[src/rtl/core/cpd_pkg.sv]
// Types, constants and helpers shared by the cohesive potential pipeline
package cpd_pkg;

	localparam int FRAC_BITS = 16;
	localparam int W_DVD = 53;
	localparam int W_REM = 34;
	localparam int EXP_TERMS = 13;
	localparam int RECIP_SH = 34;
	localparam logic [30:0] LOG2E_Q30 = 31'd1549082005;
	localparam logic [29:0] LN2_Q30 = 30'd744261118;
	localparam logic [52:0] Q_CLIP = 53'h1_0000_0000;

	typedef enum logic [1:0] {
		REG_SCALE_A,
		REG_DECAY_B,
		REG_CUTOFF_C,
		REG_REST_LENGTH
	} reg_idx_t;

	typedef struct packed {
		logic               in_cut;
		logic               aneg;
		logic               drneg;
		logic               bneg;
		logic               qneg;
		logic [31:0]        aa;
		logic [32:0]        ad;
		logic signed [15:0] k;
		logic [63:0]        gm;
		logic signed [15:0] ge;
		logic               gneg;
	} ctx_t;

	typedef struct packed {
		logic [W_REM-1:0] dvs;
		logic [W_REM-1:0] rem_a;
		logic [W_REM-1:0] rem_b;
		logic [W_DVD-1:0] dvd_a;
		logic [W_DVD-1:0] dvd_b;
		logic [W_DVD-1:0] quo_a;
		logic [W_DVD-1:0] quo_b;
	} div_t;

	typedef struct packed {
		logic [29:0] y;
		logic [30:0] term;
		logic [31:0] sum;
	} ser_t;

	// right shift that brings a magnitude down to 32 bits
	function automatic logic [5:0] nsh64(input logic [63:0] m);
		logic [5:0] sh;
		sh = 6'd0;
		for (int i = 32; i < 64; i++) begin
			if (m[i]) sh = 6'(i - 31);
		end
		return sh;
	endfunction

endpackage

[src/rtl/core/cpd_exp_cell.sv]
// One series term of 2^f: term = (term*y)/N, added to the running sum
module cpd_exp_cell #(
	parameter int N = 1
) (
	input  logic          clk,
	input  logic          arst_n,
	input  logic          en,
	input  logic          v_in,
	input  cpd_pkg::ctx_t ctx_in,
	input  cpd_pkg::ser_t ser_in,
	output logic          v_out,
	output cpd_pkg::ctx_t ctx_out,
	output cpd_pkg::ser_t ser_out
);

	localparam int SH = cpd_pkg::RECIP_SH;
	// ceiling reciprocal: exact quotient for every product below 2^30
	localparam logic [34:0] RECIP = 35'(((64'd1 << SH) + 64'(N) - 64'd1) / 64'(N));

	logic v_s1, v_s2, v_s3;
	cpd_pkg::ctx_t ctx_s1, ctx_s2, ctx_s3;
	cpd_pkg::ser_t ser_s1, ser_s2, ser_s3;
	logic [60:0] tprod;
	logic [30:0] p_s1;
	logic [65:0] pr_s2;
	logic [30:0] tnew;

	assign tprod = {30'd0, ser_in.term} * {31'd0, ser_in.y};
	assign tnew = pr_s2[SH+30:SH];

	always_ff @(posedge clk or negedge arst_n) begin
		if (!arst_n) begin
			v_s1 <= 1'b0;
			v_s2 <= 1'b0;
			v_s3 <= 1'b0;
		end else if (en) begin
			v_s1 <= v_in;
			v_s2 <= v_s1;
			v_s3 <= v_s2;
		end
	end

	always_ff @(posedge clk) begin
		if (en) begin
			ctx_s1 <= ctx_in;
			ser_s1 <= ser_in;
			p_s1 <= tprod[60:30];

			ctx_s2 <= ctx_s1;
			ser_s2 <= ser_s1;
			pr_s2 <= {35'd0, p_s1} * {31'd0, RECIP};

			ctx_s3 <= ctx_s2;
			ser_s3.y <= ser_s2.y;
			ser_s3.term <= tnew;
			ser_s3.sum <= ser_s2.sum + {1'b0, tnew};
		end
	end

	assign v_out = v_s3;
	assign ctx_out = ctx_s3;
	assign ser_out = ser_s3;

endmodule

[config.mk]
export PLATFORM = sky130hd
export DESIGN_NAME = cpd_exp_cell
export DESIGN_NICKNAME = d
export VERILOG_FILES = /design/src/rtl/core/cpd_pkg.sv /design/src/rtl/core/cpd_exp_cell.sv
export SDC_FILE = /design/constraint.sdc
export NUM_CORES = 2
export LEC_CHECK = 0
export BUFFER_PORTS_ARGS = -buffer_cell sky130_fd_sc_hd__buf_4
export CORE_MARGIN = 2
export CORE_UTILIZATION = 45
export CTS_CLUSTER_SIZE = 20
export DETAILED_ROUTE_END_ITERATION = 10
export PLACE_DENSITY = 0.66
export REMOVE_ABC_BUFFERS = 1
export SKIP_LAST_GASP = 1
export SLEW_MARGIN = 20
export SYNTH_ARGS = -nofsm -noshare
export SYNTH_HDL_FRONTEND = slang
export SYNTH_SLANG_ARGS = --single-unit
[constraint.sdc]
create_clock -name clk -period 3.2 [get_ports clk]
set_clock_uncertainty 0.05 [all_clocks]
set_input_delay 0.32 -clock clk [delete_from_list [all_inputs] [get_ports clk]]
set_output_delay 0.32 -clock clk [all_outputs]
set_load 0.03 [all_outputs]
==> out/qor.csv <==
metric;value;unit
post-route setup slack;-3.39;ns
shortest clock period the worst path allows after layout;6.59;ns
number of nets in the layout;6753;
commonest cells after routing, fill and taps aside;sky130_fd_sc_hd__buf_4 (830), sky130_fd_sc_hd__inv_1 (813), sky130_fd_sc_hd__edfxtp_1 (780);
global-route wire length before repair;213;mm
initial core utilization;45.3;%
endpoint class of the critical path;flop;
warning count from the yosys run;0;
max-slew violation count;0;
share of cell area taken by muxes after synthesis;0.0978;%
count of mapped cells out of synthesis;4341;
source-to-sink clock delay at the later pin of the worst-skew pair;0.63;ns
Async S/R FF share, synth;0.383;%
area of the core region;122000;um2
clock tree root driver cell;sky130_fd_sc_hd__clkbuf_16;
number of instances on the worst hold path;2;
Syn Area/Cell;12.7;um2
count of max-cap constraint violations;0;
Post-route DRC;0;
number of levels in the clock H-tree;3;
pre-CTS worst setup slack;-4.62;ns
number of global-route vias before repair;37300;
violated checks;negative setup slack;
antenna-violating nets left;0;
maximum frequency from static timing analysis;0.152;GHz
cell count of the worst reg-to-reg path;12;
# placed instances;6701;
aggregate global-route resource usage;22.1;%
transition time of the tightest slew-check pin;0.656;ns
TritonCTS clock tree;yes;
cell with the biggest individual delay on the critical path;sky130_fd_sc_hd__fa_1;
aggregate global routing overflow;0;
clock buffers created by TritonCTS;72;
mapped cell area;55000;um2
vertical die dimension;354;um
portion of the clock cycle consumed by the worst path in the final layout;206;%
peak per-stage delay on the critical path;0.55;ns
most frequent standard cell in the layout excluding fill and tap cells;sky130_fd_sc_hd__buf_4;
unrepaired setup endpoints after global routing;yes;
count of unique library cells instantiated by Yosys;59;
Setup violations, final;32;
Clock transition at path regs;0.06;ns
Detailed Route Iter0 Violations;2186;
Rows;128;
worst setup path category;in -> reg;
synthesized-area fraction occupied by adder cells;35.7;%
fin cells;7087;
EDFF count, synth;780;
average wire per cell in the routed design;19.4;um
First-pass DRT Iterations;8;
compound-gate portion of the synthesized area;2.76;%
pin count of the biggest net entering global routing;123;
dominant combinational cell family by area after synthesis;adder cells;
number of sinks handled by clock tree synthesis;783;
biggest fanout along the worst timing path;7;
fraction of the yosys area taken by sequential cells;42.7;%
fraction of layout cells with a size suffix above 1;25.1;%
data required time at the worst endpoint;3.51;ns
path category of the worst min-delay check;in -> reg;
Die X;354;um
via density per instance;4.89;
total vias in the final route;34700;
fill cell count;9542;
Die Area;125000;um2
flop-to-flop setup slack;-0.08;ns
Slew headroom;56.3;%
input/output buffers;524;
Most used DFF post-synth;sky130_fd_sc_hd__edfxtp_1;
number of I/O pins;525;
growth of design area from synthesis to finish;28.3;%
Synth Area in Simple Gates;10.8;%
aggregate negative setup slack;-98.98;ns
dominant cell type by count on the critical path;sky130_fd_sc_hd__fa_1;
final count of hold timing violations;0;
number of synthesized register bits;783;
largest buffer count on any clock path;3;
data arrival at the endpoint of the critical path;6.90;ns
GP Congestion;0.892;
placed wire-length estimate after detailed placement;109;mm
share of the synthesized netlist area taken by xor and xnor gates;0.907;%
startpoint type of the worst setup path;input pin;
initial antenna violation count;5;
outcome;complete, but fails checks;
Detailed Route WL;137;mm
kinds of logic (layout without fill, tap and decap cells):
group,Yosys count,count (layout)
fa+ha+maj,1085,1085
compound gates,234,234
other cells,0,3
buf+inv,1038,2156
mux,5,5
flops,783,783
simple gates,1139,1139
xor+xnor,57,57
critical path, delay by kind of cell:
family          cells  cell delay, ns
buf+inv            11            0.97
simple gates        2            0.29
xor+xnor            1            0.08
fa+ha+maj           9            4.27
compound gates      6            0.94
layer usage:
| metal | vias up | track usage (%) | part of all wire (%) |
|---|---|---|---|
| met4 | 2 | 8.14 | 4.1 |
| met1 | 17700 | 27.3 | 39 |
| met5 | - | 0 | 0.010 |
| met3 | 246 | 2.77 | 4.6 |
| met2 | 1007 | 39.7 | 52 |
| li1 | 15700 | - | - |
flip-flops by register name (all words and copies together), names as in the netlist:
signal,flops
ser_s2,62
ser_s1,62
ser_out,93
v_s1,1
p_s1,31
pr_s2,31
ctx_out,167
ctx_s1,167
v_out,1
ctx_s2,167
v_s2,1
worst paths after layout:
path / from / endpoint
max: ser_in[78] / p_s1[22]$_DFFE_PP_
min: ser_in[82] / ser_s1[82]$_DFFE_PP_
max reg2reg: pr_s2[34]$_DFFE_PP_ / ser_out[31]$_DFFE_PP_
min reg2reg: ser_s2[68]$_DFFE_PP_ / ser_out[68]$_DFFE_PP_
max in group asynchronous: arst_n / v_s1$_DFFE_PN0P_
min in group asynchronous: arst_n / v_out$_DFFE_PN0P_
cell usage after synthesis, drive strengths merged, types with 7 or more instances:
master  number  area, um2
and3        14       87.6
xor2        21        184
nand4       15       93.8
fa         808      16200
edfxtp     780      23400
nor2        60        225
o31ai        7       52.6
a31oi        9       56.3
clkbuf     193        724
and2       556       3480
nand2      423       1590
a21o        36        272
a211oi      11       82.6
xnor2       36        315
inv        845       3170
nand3       23        115
nor2b        9       56.3
o21bai      10       75.1
o21a        10       75.1
nand2b      11       68.8
ha         277       3470
a21oi       69        345
o21ai       47        235
through the flow:
step / hold WS [ns] / area (um2) / utilization (%)
CTS: 0.00976 / 69800 / 57.5
finish: 0.0460 / 70600 / 58.1
global placement: 0.0617 / 63500 / 52.3
floorplan: -0.0256 / 54300 / -
detailed placement: 0.0626 / 63500 / 52.3
global route: 0.0149 / 70600 / 58.1
repair_timing:
action                                  CTS  global route
pin swaps                               217           131
gates resized for setup                 375           157
setup buffers                            44            12
hold buffers                            202             0
gates cloned                              2             1
endpoints found under the hold margin   203             0
endpoints found under the setup margin   42            37
cell type report:
cell class / count / area (um2) / share of cell area (%)
Antenna cell: 3 / 7.51 / 0.0106
Clock inverter: 39 / 458 / 0.649
Tap cell: 1625 / 2030 / 2.88
Sequential cell: 783 / 23500 / 33.3
Inverter: 845 / 3170 / 4.50
Clock buffer: 90 / 1910 / 2.71
Timing Repair Buffer: 1182 / 10400 / 14.7
Multi-Input combinational cell: 2520 / 29100 / 41.3
Power is not shown: default switching activity piles up to over one toggle a cycle in this logic, so the estimate is an artifact.
