`config.mk`:
```
export PLATFORM = sky130hd
export DESIGN_NAME = cpd_div_cell
export DESIGN_NICKNAME = d
export VERILOG_FILES = /design/src/rtl/core/cpd_pkg.sv /design/src/rtl/core/cpd_div_cell.sv
export SDC_FILE = /design/constraint.sdc
export NUM_CORES = 1
export LEC_CHECK = 0
export BUFFER_PORTS_ARGS = -buffer_cell sky130_fd_sc_hd__buf_4
export CORE_AREA = 2 2 373 375
export CTS_CLUSTER_DIAMETER = 60
export CTS_CLUSTER_SIZE = 16
export DETAILED_ROUTE_END_ITERATION = 6
export DIE_AREA = 0 0 375 377
export PLACE_DENSITY = 0.39
export SLEW_MARGIN = 20
export SYNTH_ARGS = -nofsm -noshare
export SYNTH_HDL_FRONTEND = slang
export SYNTH_SLANG_ARGS = --single-unit
```
`constraint.sdc`:
```
create_clock -name clk -period 0.8 [get_ports clk]
set_input_delay 0.16 -clock clk [delete_from_list [all_inputs] [get_ports clk]]
set_output_delay 0.16 -clock clk [all_outputs]
set_load 0.005 [all_outputs]
```
`src/rtl/core/cpd_pkg.sv`:
```
// Types, constants and helpers shared by the cohesive potential pipeline
package cpd_pkg;

	localparam int FRAC_BITS = 16;
	localparam int W_DVD = 53;
	localparam int W_REM = 34;
	localparam int EXP_TERMS = 13;
	localparam int RECIP_SH = 34;
	localparam logic [30:0] LOG2E_Q30 = 31'd1549082005;
	localparam logic [29:0] LN2_Q30 = 30'd744261118;
	localparam logic [52:0] Q_CLIP = 53'h1_0000_0000;

	typedef enum logic [1:0] {
		REG_SCALE_A,
		REG_DECAY_B,
		REG_CUTOFF_C,
		REG_REST_LENGTH
	} reg_idx_t;

	typedef struct packed {
		logic               in_cut;
		logic               aneg;
		logic               drneg;
		logic               bneg;
		logic               qneg;
		logic [31:0]        aa;
		logic [32:0]        ad;
		logic signed [15:0] k;
		logic [63:0]        gm;
		logic signed [15:0] ge;
		logic               gneg;
	} ctx_t;

	typedef struct packed {
		logic [W_REM-1:0] dvs;
		logic [W_REM-1:0] rem_a;
		logic [W_REM-1:0] rem_b;
		logic [W_DVD-1:0] dvd_a;
		logic [W_DVD-1:0] dvd_b;
		logic [W_DVD-1:0] quo_a;
		logic [W_DVD-1:0] quo_b;
	} div_t;

	typedef struct packed {
		logic [29:0] y;
		logic [30:0] term;
		logic [31:0] sum;
	} ser_t;

	// right shift that brings a magnitude down to 32 bits
	function automatic logic [5:0] nsh64(input logic [63:0] m);
		logic [5:0] sh;
		sh = 6'd0;
		for (int i = 32; i < 64; i++) begin
			if (m[i]) sh = 6'(i - 31);
		end
		return sh;
	endfunction

endpackage

```
`src/rtl/core/cpd_div_cell.sv`:
```
// One restoring division cell: one quotient bit for each of the two lanes
module cpd_div_cell (
	input  logic          clk,
	input  logic          arst_n,
	input  logic          en,
	input  logic          v_in,
	input  cpd_pkg::ctx_t ctx_in,
	input  cpd_pkg::div_t div_in,
	output logic          v_out,
	output cpd_pkg::ctx_t ctx_out,
	output cpd_pkg::div_t div_out
);

	localparam int WR = cpd_pkg::W_REM;
	localparam int WD = cpd_pkg::W_DVD;

	logic          v_q;
	cpd_pkg::ctx_t ctx_q;
	cpd_pkg::div_t div_q;

	logic [WR:0]   tr_a, tr_b;
	logic [WR+1:0] df_a, df_b;
	cpd_pkg::div_t div_n;

	always_comb begin
		tr_a = {div_in.rem_a, div_in.dvd_a[WD-1]};
		tr_b = {div_in.rem_b, div_in.dvd_b[WD-1]};
		df_a = {1'b0, tr_a} - {2'b00, div_in.dvs};
		df_b = {1'b0, tr_b} - {2'b00, div_in.dvs};
		div_n = div_in;
		div_n.dvd_a = {div_in.dvd_a[WD-2:0], 1'b0};
		div_n.dvd_b = {div_in.dvd_b[WD-2:0], 1'b0};
		div_n.rem_a = df_a[WR+1] ? tr_a[WR-1:0] : df_a[WR-1:0];
		div_n.rem_b = df_b[WR+1] ? tr_b[WR-1:0] : df_b[WR-1:0];
		div_n.quo_a = {div_in.quo_a[WD-2:0], ~df_a[WR+1]};
		div_n.quo_b = {div_in.quo_b[WD-2:0], ~df_b[WR+1]};
	end

	always_ff @(posedge clk or negedge arst_n) begin
		if (!arst_n) begin
			v_q <= 1'b0;
		end else if (en) begin
			v_q <= v_in;
		end
	end

	always_ff @(posedge clk) begin
		if (en) begin
			ctx_q <= ctx_in;
			div_q <= div_n;
		end
	end

	assign v_out = v_q;
	assign ctx_out = ctx_q;
	assign div_out = div_q;

endmodule

```
==> flow_metrics.env <==
export IMPL_status="finished with violations"
export IMPL_violations="hold timing, setup timing"
export IMPL_num_rows=136
export IMPL_route_detailed_drc=0
export IMPL_synth_top_cell_by_area="edfxtp_1"
export IMPL_internal_power_mw=57.8
export IMPL_crit_required_ns=1.18
export IMPL_die_area_mm2=0.141
export IMPL_portBuffers=962
export IMPL_crit_path_frequent_cell="buf_12"
export IMPL_critPathLaunch="div_in[281]"
export IMPL_cp_end_kind="register"
export IMPL_clockBufferDepth=3
export IMPL_power_density_mw_per_mm2=1970
export IMPL_tns_ns=-368.86
export IMPL_p_comb_frac=0.222
export IMPL_setup_viol=551
export IMPL_placed_cell_area_mm2=0.0310
export IMPL_crit_buf_inv=6
export IMPL_finalHoldViolations=2
export IMPL_synth_common_cells="edfxtp_1, a21oi_1, ha_1"
export IMPL_synth_enable_flop_cells=479
export IMPL_post_synth_instance_area_mm2=0.0188
export IMPL_hp_class="input port to register"
export IMPL_floorplan_initialDensity=0.138
export IMPL_antenna_left=0
export IMPL_finalWorstSetupSlack_ns=-1.68
export IMPL_p_leak_nw=16.9
export IMPL_multi_input_area_mm2=0.00491
export IMPL_crit_path_start_kind="input port"
export IMPL_drt_iter0_markers=713
export IMPL_hp_start="div_in[280]"
export IMPL_synth_area_leaders="edfxtp_1, ha_1, mux2_4, a21oi_1, xnor2_1"
export IMPL_dpl_hpwl_um=82300
export IMPL_dominantRegCellSynth="edfxtp_1"
export IMPL_worstPathArrival_ns=2.86
export IMPL_pwr_share_seq=0.400
export IMPL_htreeDepth=3
export IMPL_cts_tree="yes"
export IMPL_min_period_over_period=3.10
export IMPL_place_inst=4121
export IMPL_cts_clk_slew_worst_paths_ns=0.06
export IMPL_synthMostInstantiatedCell="edfxtp_1"
export IMPL_grt_pass1_wl_um=138000
export IMPL_cap_viol_max_count=0
export IMPL_fin_skew_ns=0
export IMPL_synth_seq_cells=480
export IMPL_nFillCells=13961
export IMPL_die_width_um=375
export IMPL_cp_max_fo=5
export IMPL_ioPinCount=967
export IMPL_cts_root_buf="clkbuf_16"
export IMPL_power_share_switching=0.269
export IMPL_yosysWarnings=0
export IMPL_vias_per_cell=3.54
export IMPL_final_instance_count_excl_fill=4757
export IMPL_yosysUniqueCellTypes=67
export IMPL_crit_path_top_delay_cell="o31a_1"
export IMPL_report_final_slew_viol_count=0
export IMPL_grt_pass1_vias=18229
export IMPL_dr_pass1_iters=5
export IMPL_core_area_mm2=0.137
export IMPL_clock_sinks=480
export IMPL_place_gp_congestion=0.888
export IMPL_finalNetCount=3458
export IMPL_p_clk_frac=0.378
export IMPL_area_growth_pct=113
export IMPL_clock_latency_ns=0.64
export IMPL_vdd_ir_drop_max_v=0.00138
export IMPL_vias=16831
export IMPL_utilization=0.293
export IMPL_numCtsBuffers=68
export IMPL_busiest_layer="met2"
export IMPL_antenna_found_initial=34
export IMPL_wire_per_inst_um=21.5
export IMPL_r2r_start="v_out$_DFFE_PN0P_"
export IMPL_fmax_ghz=0.403
export IMPL_ys_seq_area_frac=0.765
export IMPL_drive_above_1_share=0.535
export IMPL_critical_path_max_stage_delay_ns=0.32
export IMPL_min_period_ns=2.48
export IMPL_synth_async_sr_flop_share=0.00208
export IMPL_seq_area_mm2=0.0144
export IMPL_wirelength_um=102000
export IMPL_grt_ovfl_total=0
export IMPL_p_sw_mw=21.3
export IMPL_synth_top_area_share=0.764
export IMPL_cpLargestDelayFamily="compound AO/OA/AOI/OAI gates"
export IMPL_grt_max_degree=28
export IMPL_fin_area_mm2=0.0401
export IMPL_grt_use_met1=0.153
export IMPL_syn_inst=1075
export IMPL_crit_chain="buf_8, clkinvlp_4, buf_4, ha_4, nand2b_4, a21o_1, a31oi_4, a311oi_4, o21ba_4, o31a_1, o211ai_4, buf_12, buf_12, buf_12, mux2_4"
export IMPL_die_h_um=377
export IMPL_gr_usage_met3=0.0465
export IMPL_whs_ns=-0.281
export IMPL_synth_avg_cell_area_um2=17.5
export IMPL_met2_usage=0.253
export IMPL_grt_total_usage=0.138
export IMPL_rsz0062_at_grt="true"
export IMPL_critical_path_class="input port to register"
[stage by stage]
step | power [mW] | setup WS [ns]
finish | 79.1 | -1.68
global route | 82.5 | -1.73
CTS | 80.2 | -1.65
detailed placement | 45.6 | -2.57
global placement | 45.6 | -2.63
floorplan | 35.4 | -1.85
[final timing paths]
check | slack (ns) | cells past startpoint | to
max | -1.68 | 15 | div_out[226]$_DFFE_PP_
min | -0.28 | 1 | div_out[280]$_DFFE_PP_
max reg2reg | -0.08 | 2 | v_out$_DFFE_PN0P_
min reg2reg | 0.64 | 2 | v_out$_DFFE_PN0P_
max in group asynchronous | 0.16 | 3 | v_out$_DFFE_PN0P_
min in group asynchronous | 0.53 | 3 | v_out$_DFFE_PN0P_
[power by group through the flow]
stage          logic [mW]  registers [mW]  clock network, mW
5_1_grt              18.8            31.8               31.9
6_report             17.6            31.6               29.9
4_1_cts              17.6            31.6               31.0
2_1_floorplan        3.63            31.8                  0
3_3_place_gp         13.7            31.9                  0
3_5_place_dp         13.7            31.9                  0
[worst reg2reg max path: cells and delay by family, from the launching register on]
family,cells,cell delay [ns]
mux,1,0.25
buf+inv,1,0.12
flops,1,0.40
[cell families after synthesis]
logic type,count (synthesis),share of synthesized area
and+or+nand+nor,136,0.0338
xor gates and xnor gates,61,0.0284
buffers and inverters,70,0.0162
DFF,480,0.765
adders and majority gates,70,0.0473
AOI/OAI and AO/OA,213,0.0774
other,1,0.000199
muxes,44,0.0318
[metal layers]
layer | part of all wire | vias up
li1 | - | 7849
met1 | 0.38 | 8187
met2 | 0.52 | 660
met3 | 0.074 | 123
met4 | 0.023 | 12
met5 | 0.00078 | -
[area by class of cell]
class / instances / area share
inverter: 52 / 0.00565
tap: 1794 / 0.0560
clock buffer: 71 / 0.0432
sequential: 480 / 0.359
multi-input combinational: 526 / 0.122
timing repair buffer: 1775 / 0.401
antenna: 9 / 0.000562
clock inverter: 50 / 0.0124
[placed cells by master, fill, tap and decap left out, types with 11 or more instances in the layout]
cell type,instances
a21o_1,36
a21oi_1,42
a21oi_2,26
buf_12,25
buf_4,964
buf_6,299
clkbuf_16,69
dlygate4sd3_1,477
edfxtp_1,479
ha_1,50
ha_4,17
inv_1,40
mux2_4,38
nand2_1,34
nand3_1,11
nor2_1,36
o21ai_0,21
o21bai_1,11
xnor2_1,36
xor2_1,23
[flip-flops by register name (all words and copies together), names as in the netlist]
name     cells
div_out    312
ctx_out    167
v_out        1
[timing repair]
item,4_1_cts,5_1_grt
gates resized for setup,351,96
hold buffers,477,1
setup endpoints to repair,550,554
pin swaps,45,16
setup buffers,23,11
endpoints found under the hold margin,501,17
gates cloned,3,0
Note: power is estimated with default switching activity, not from simulation.
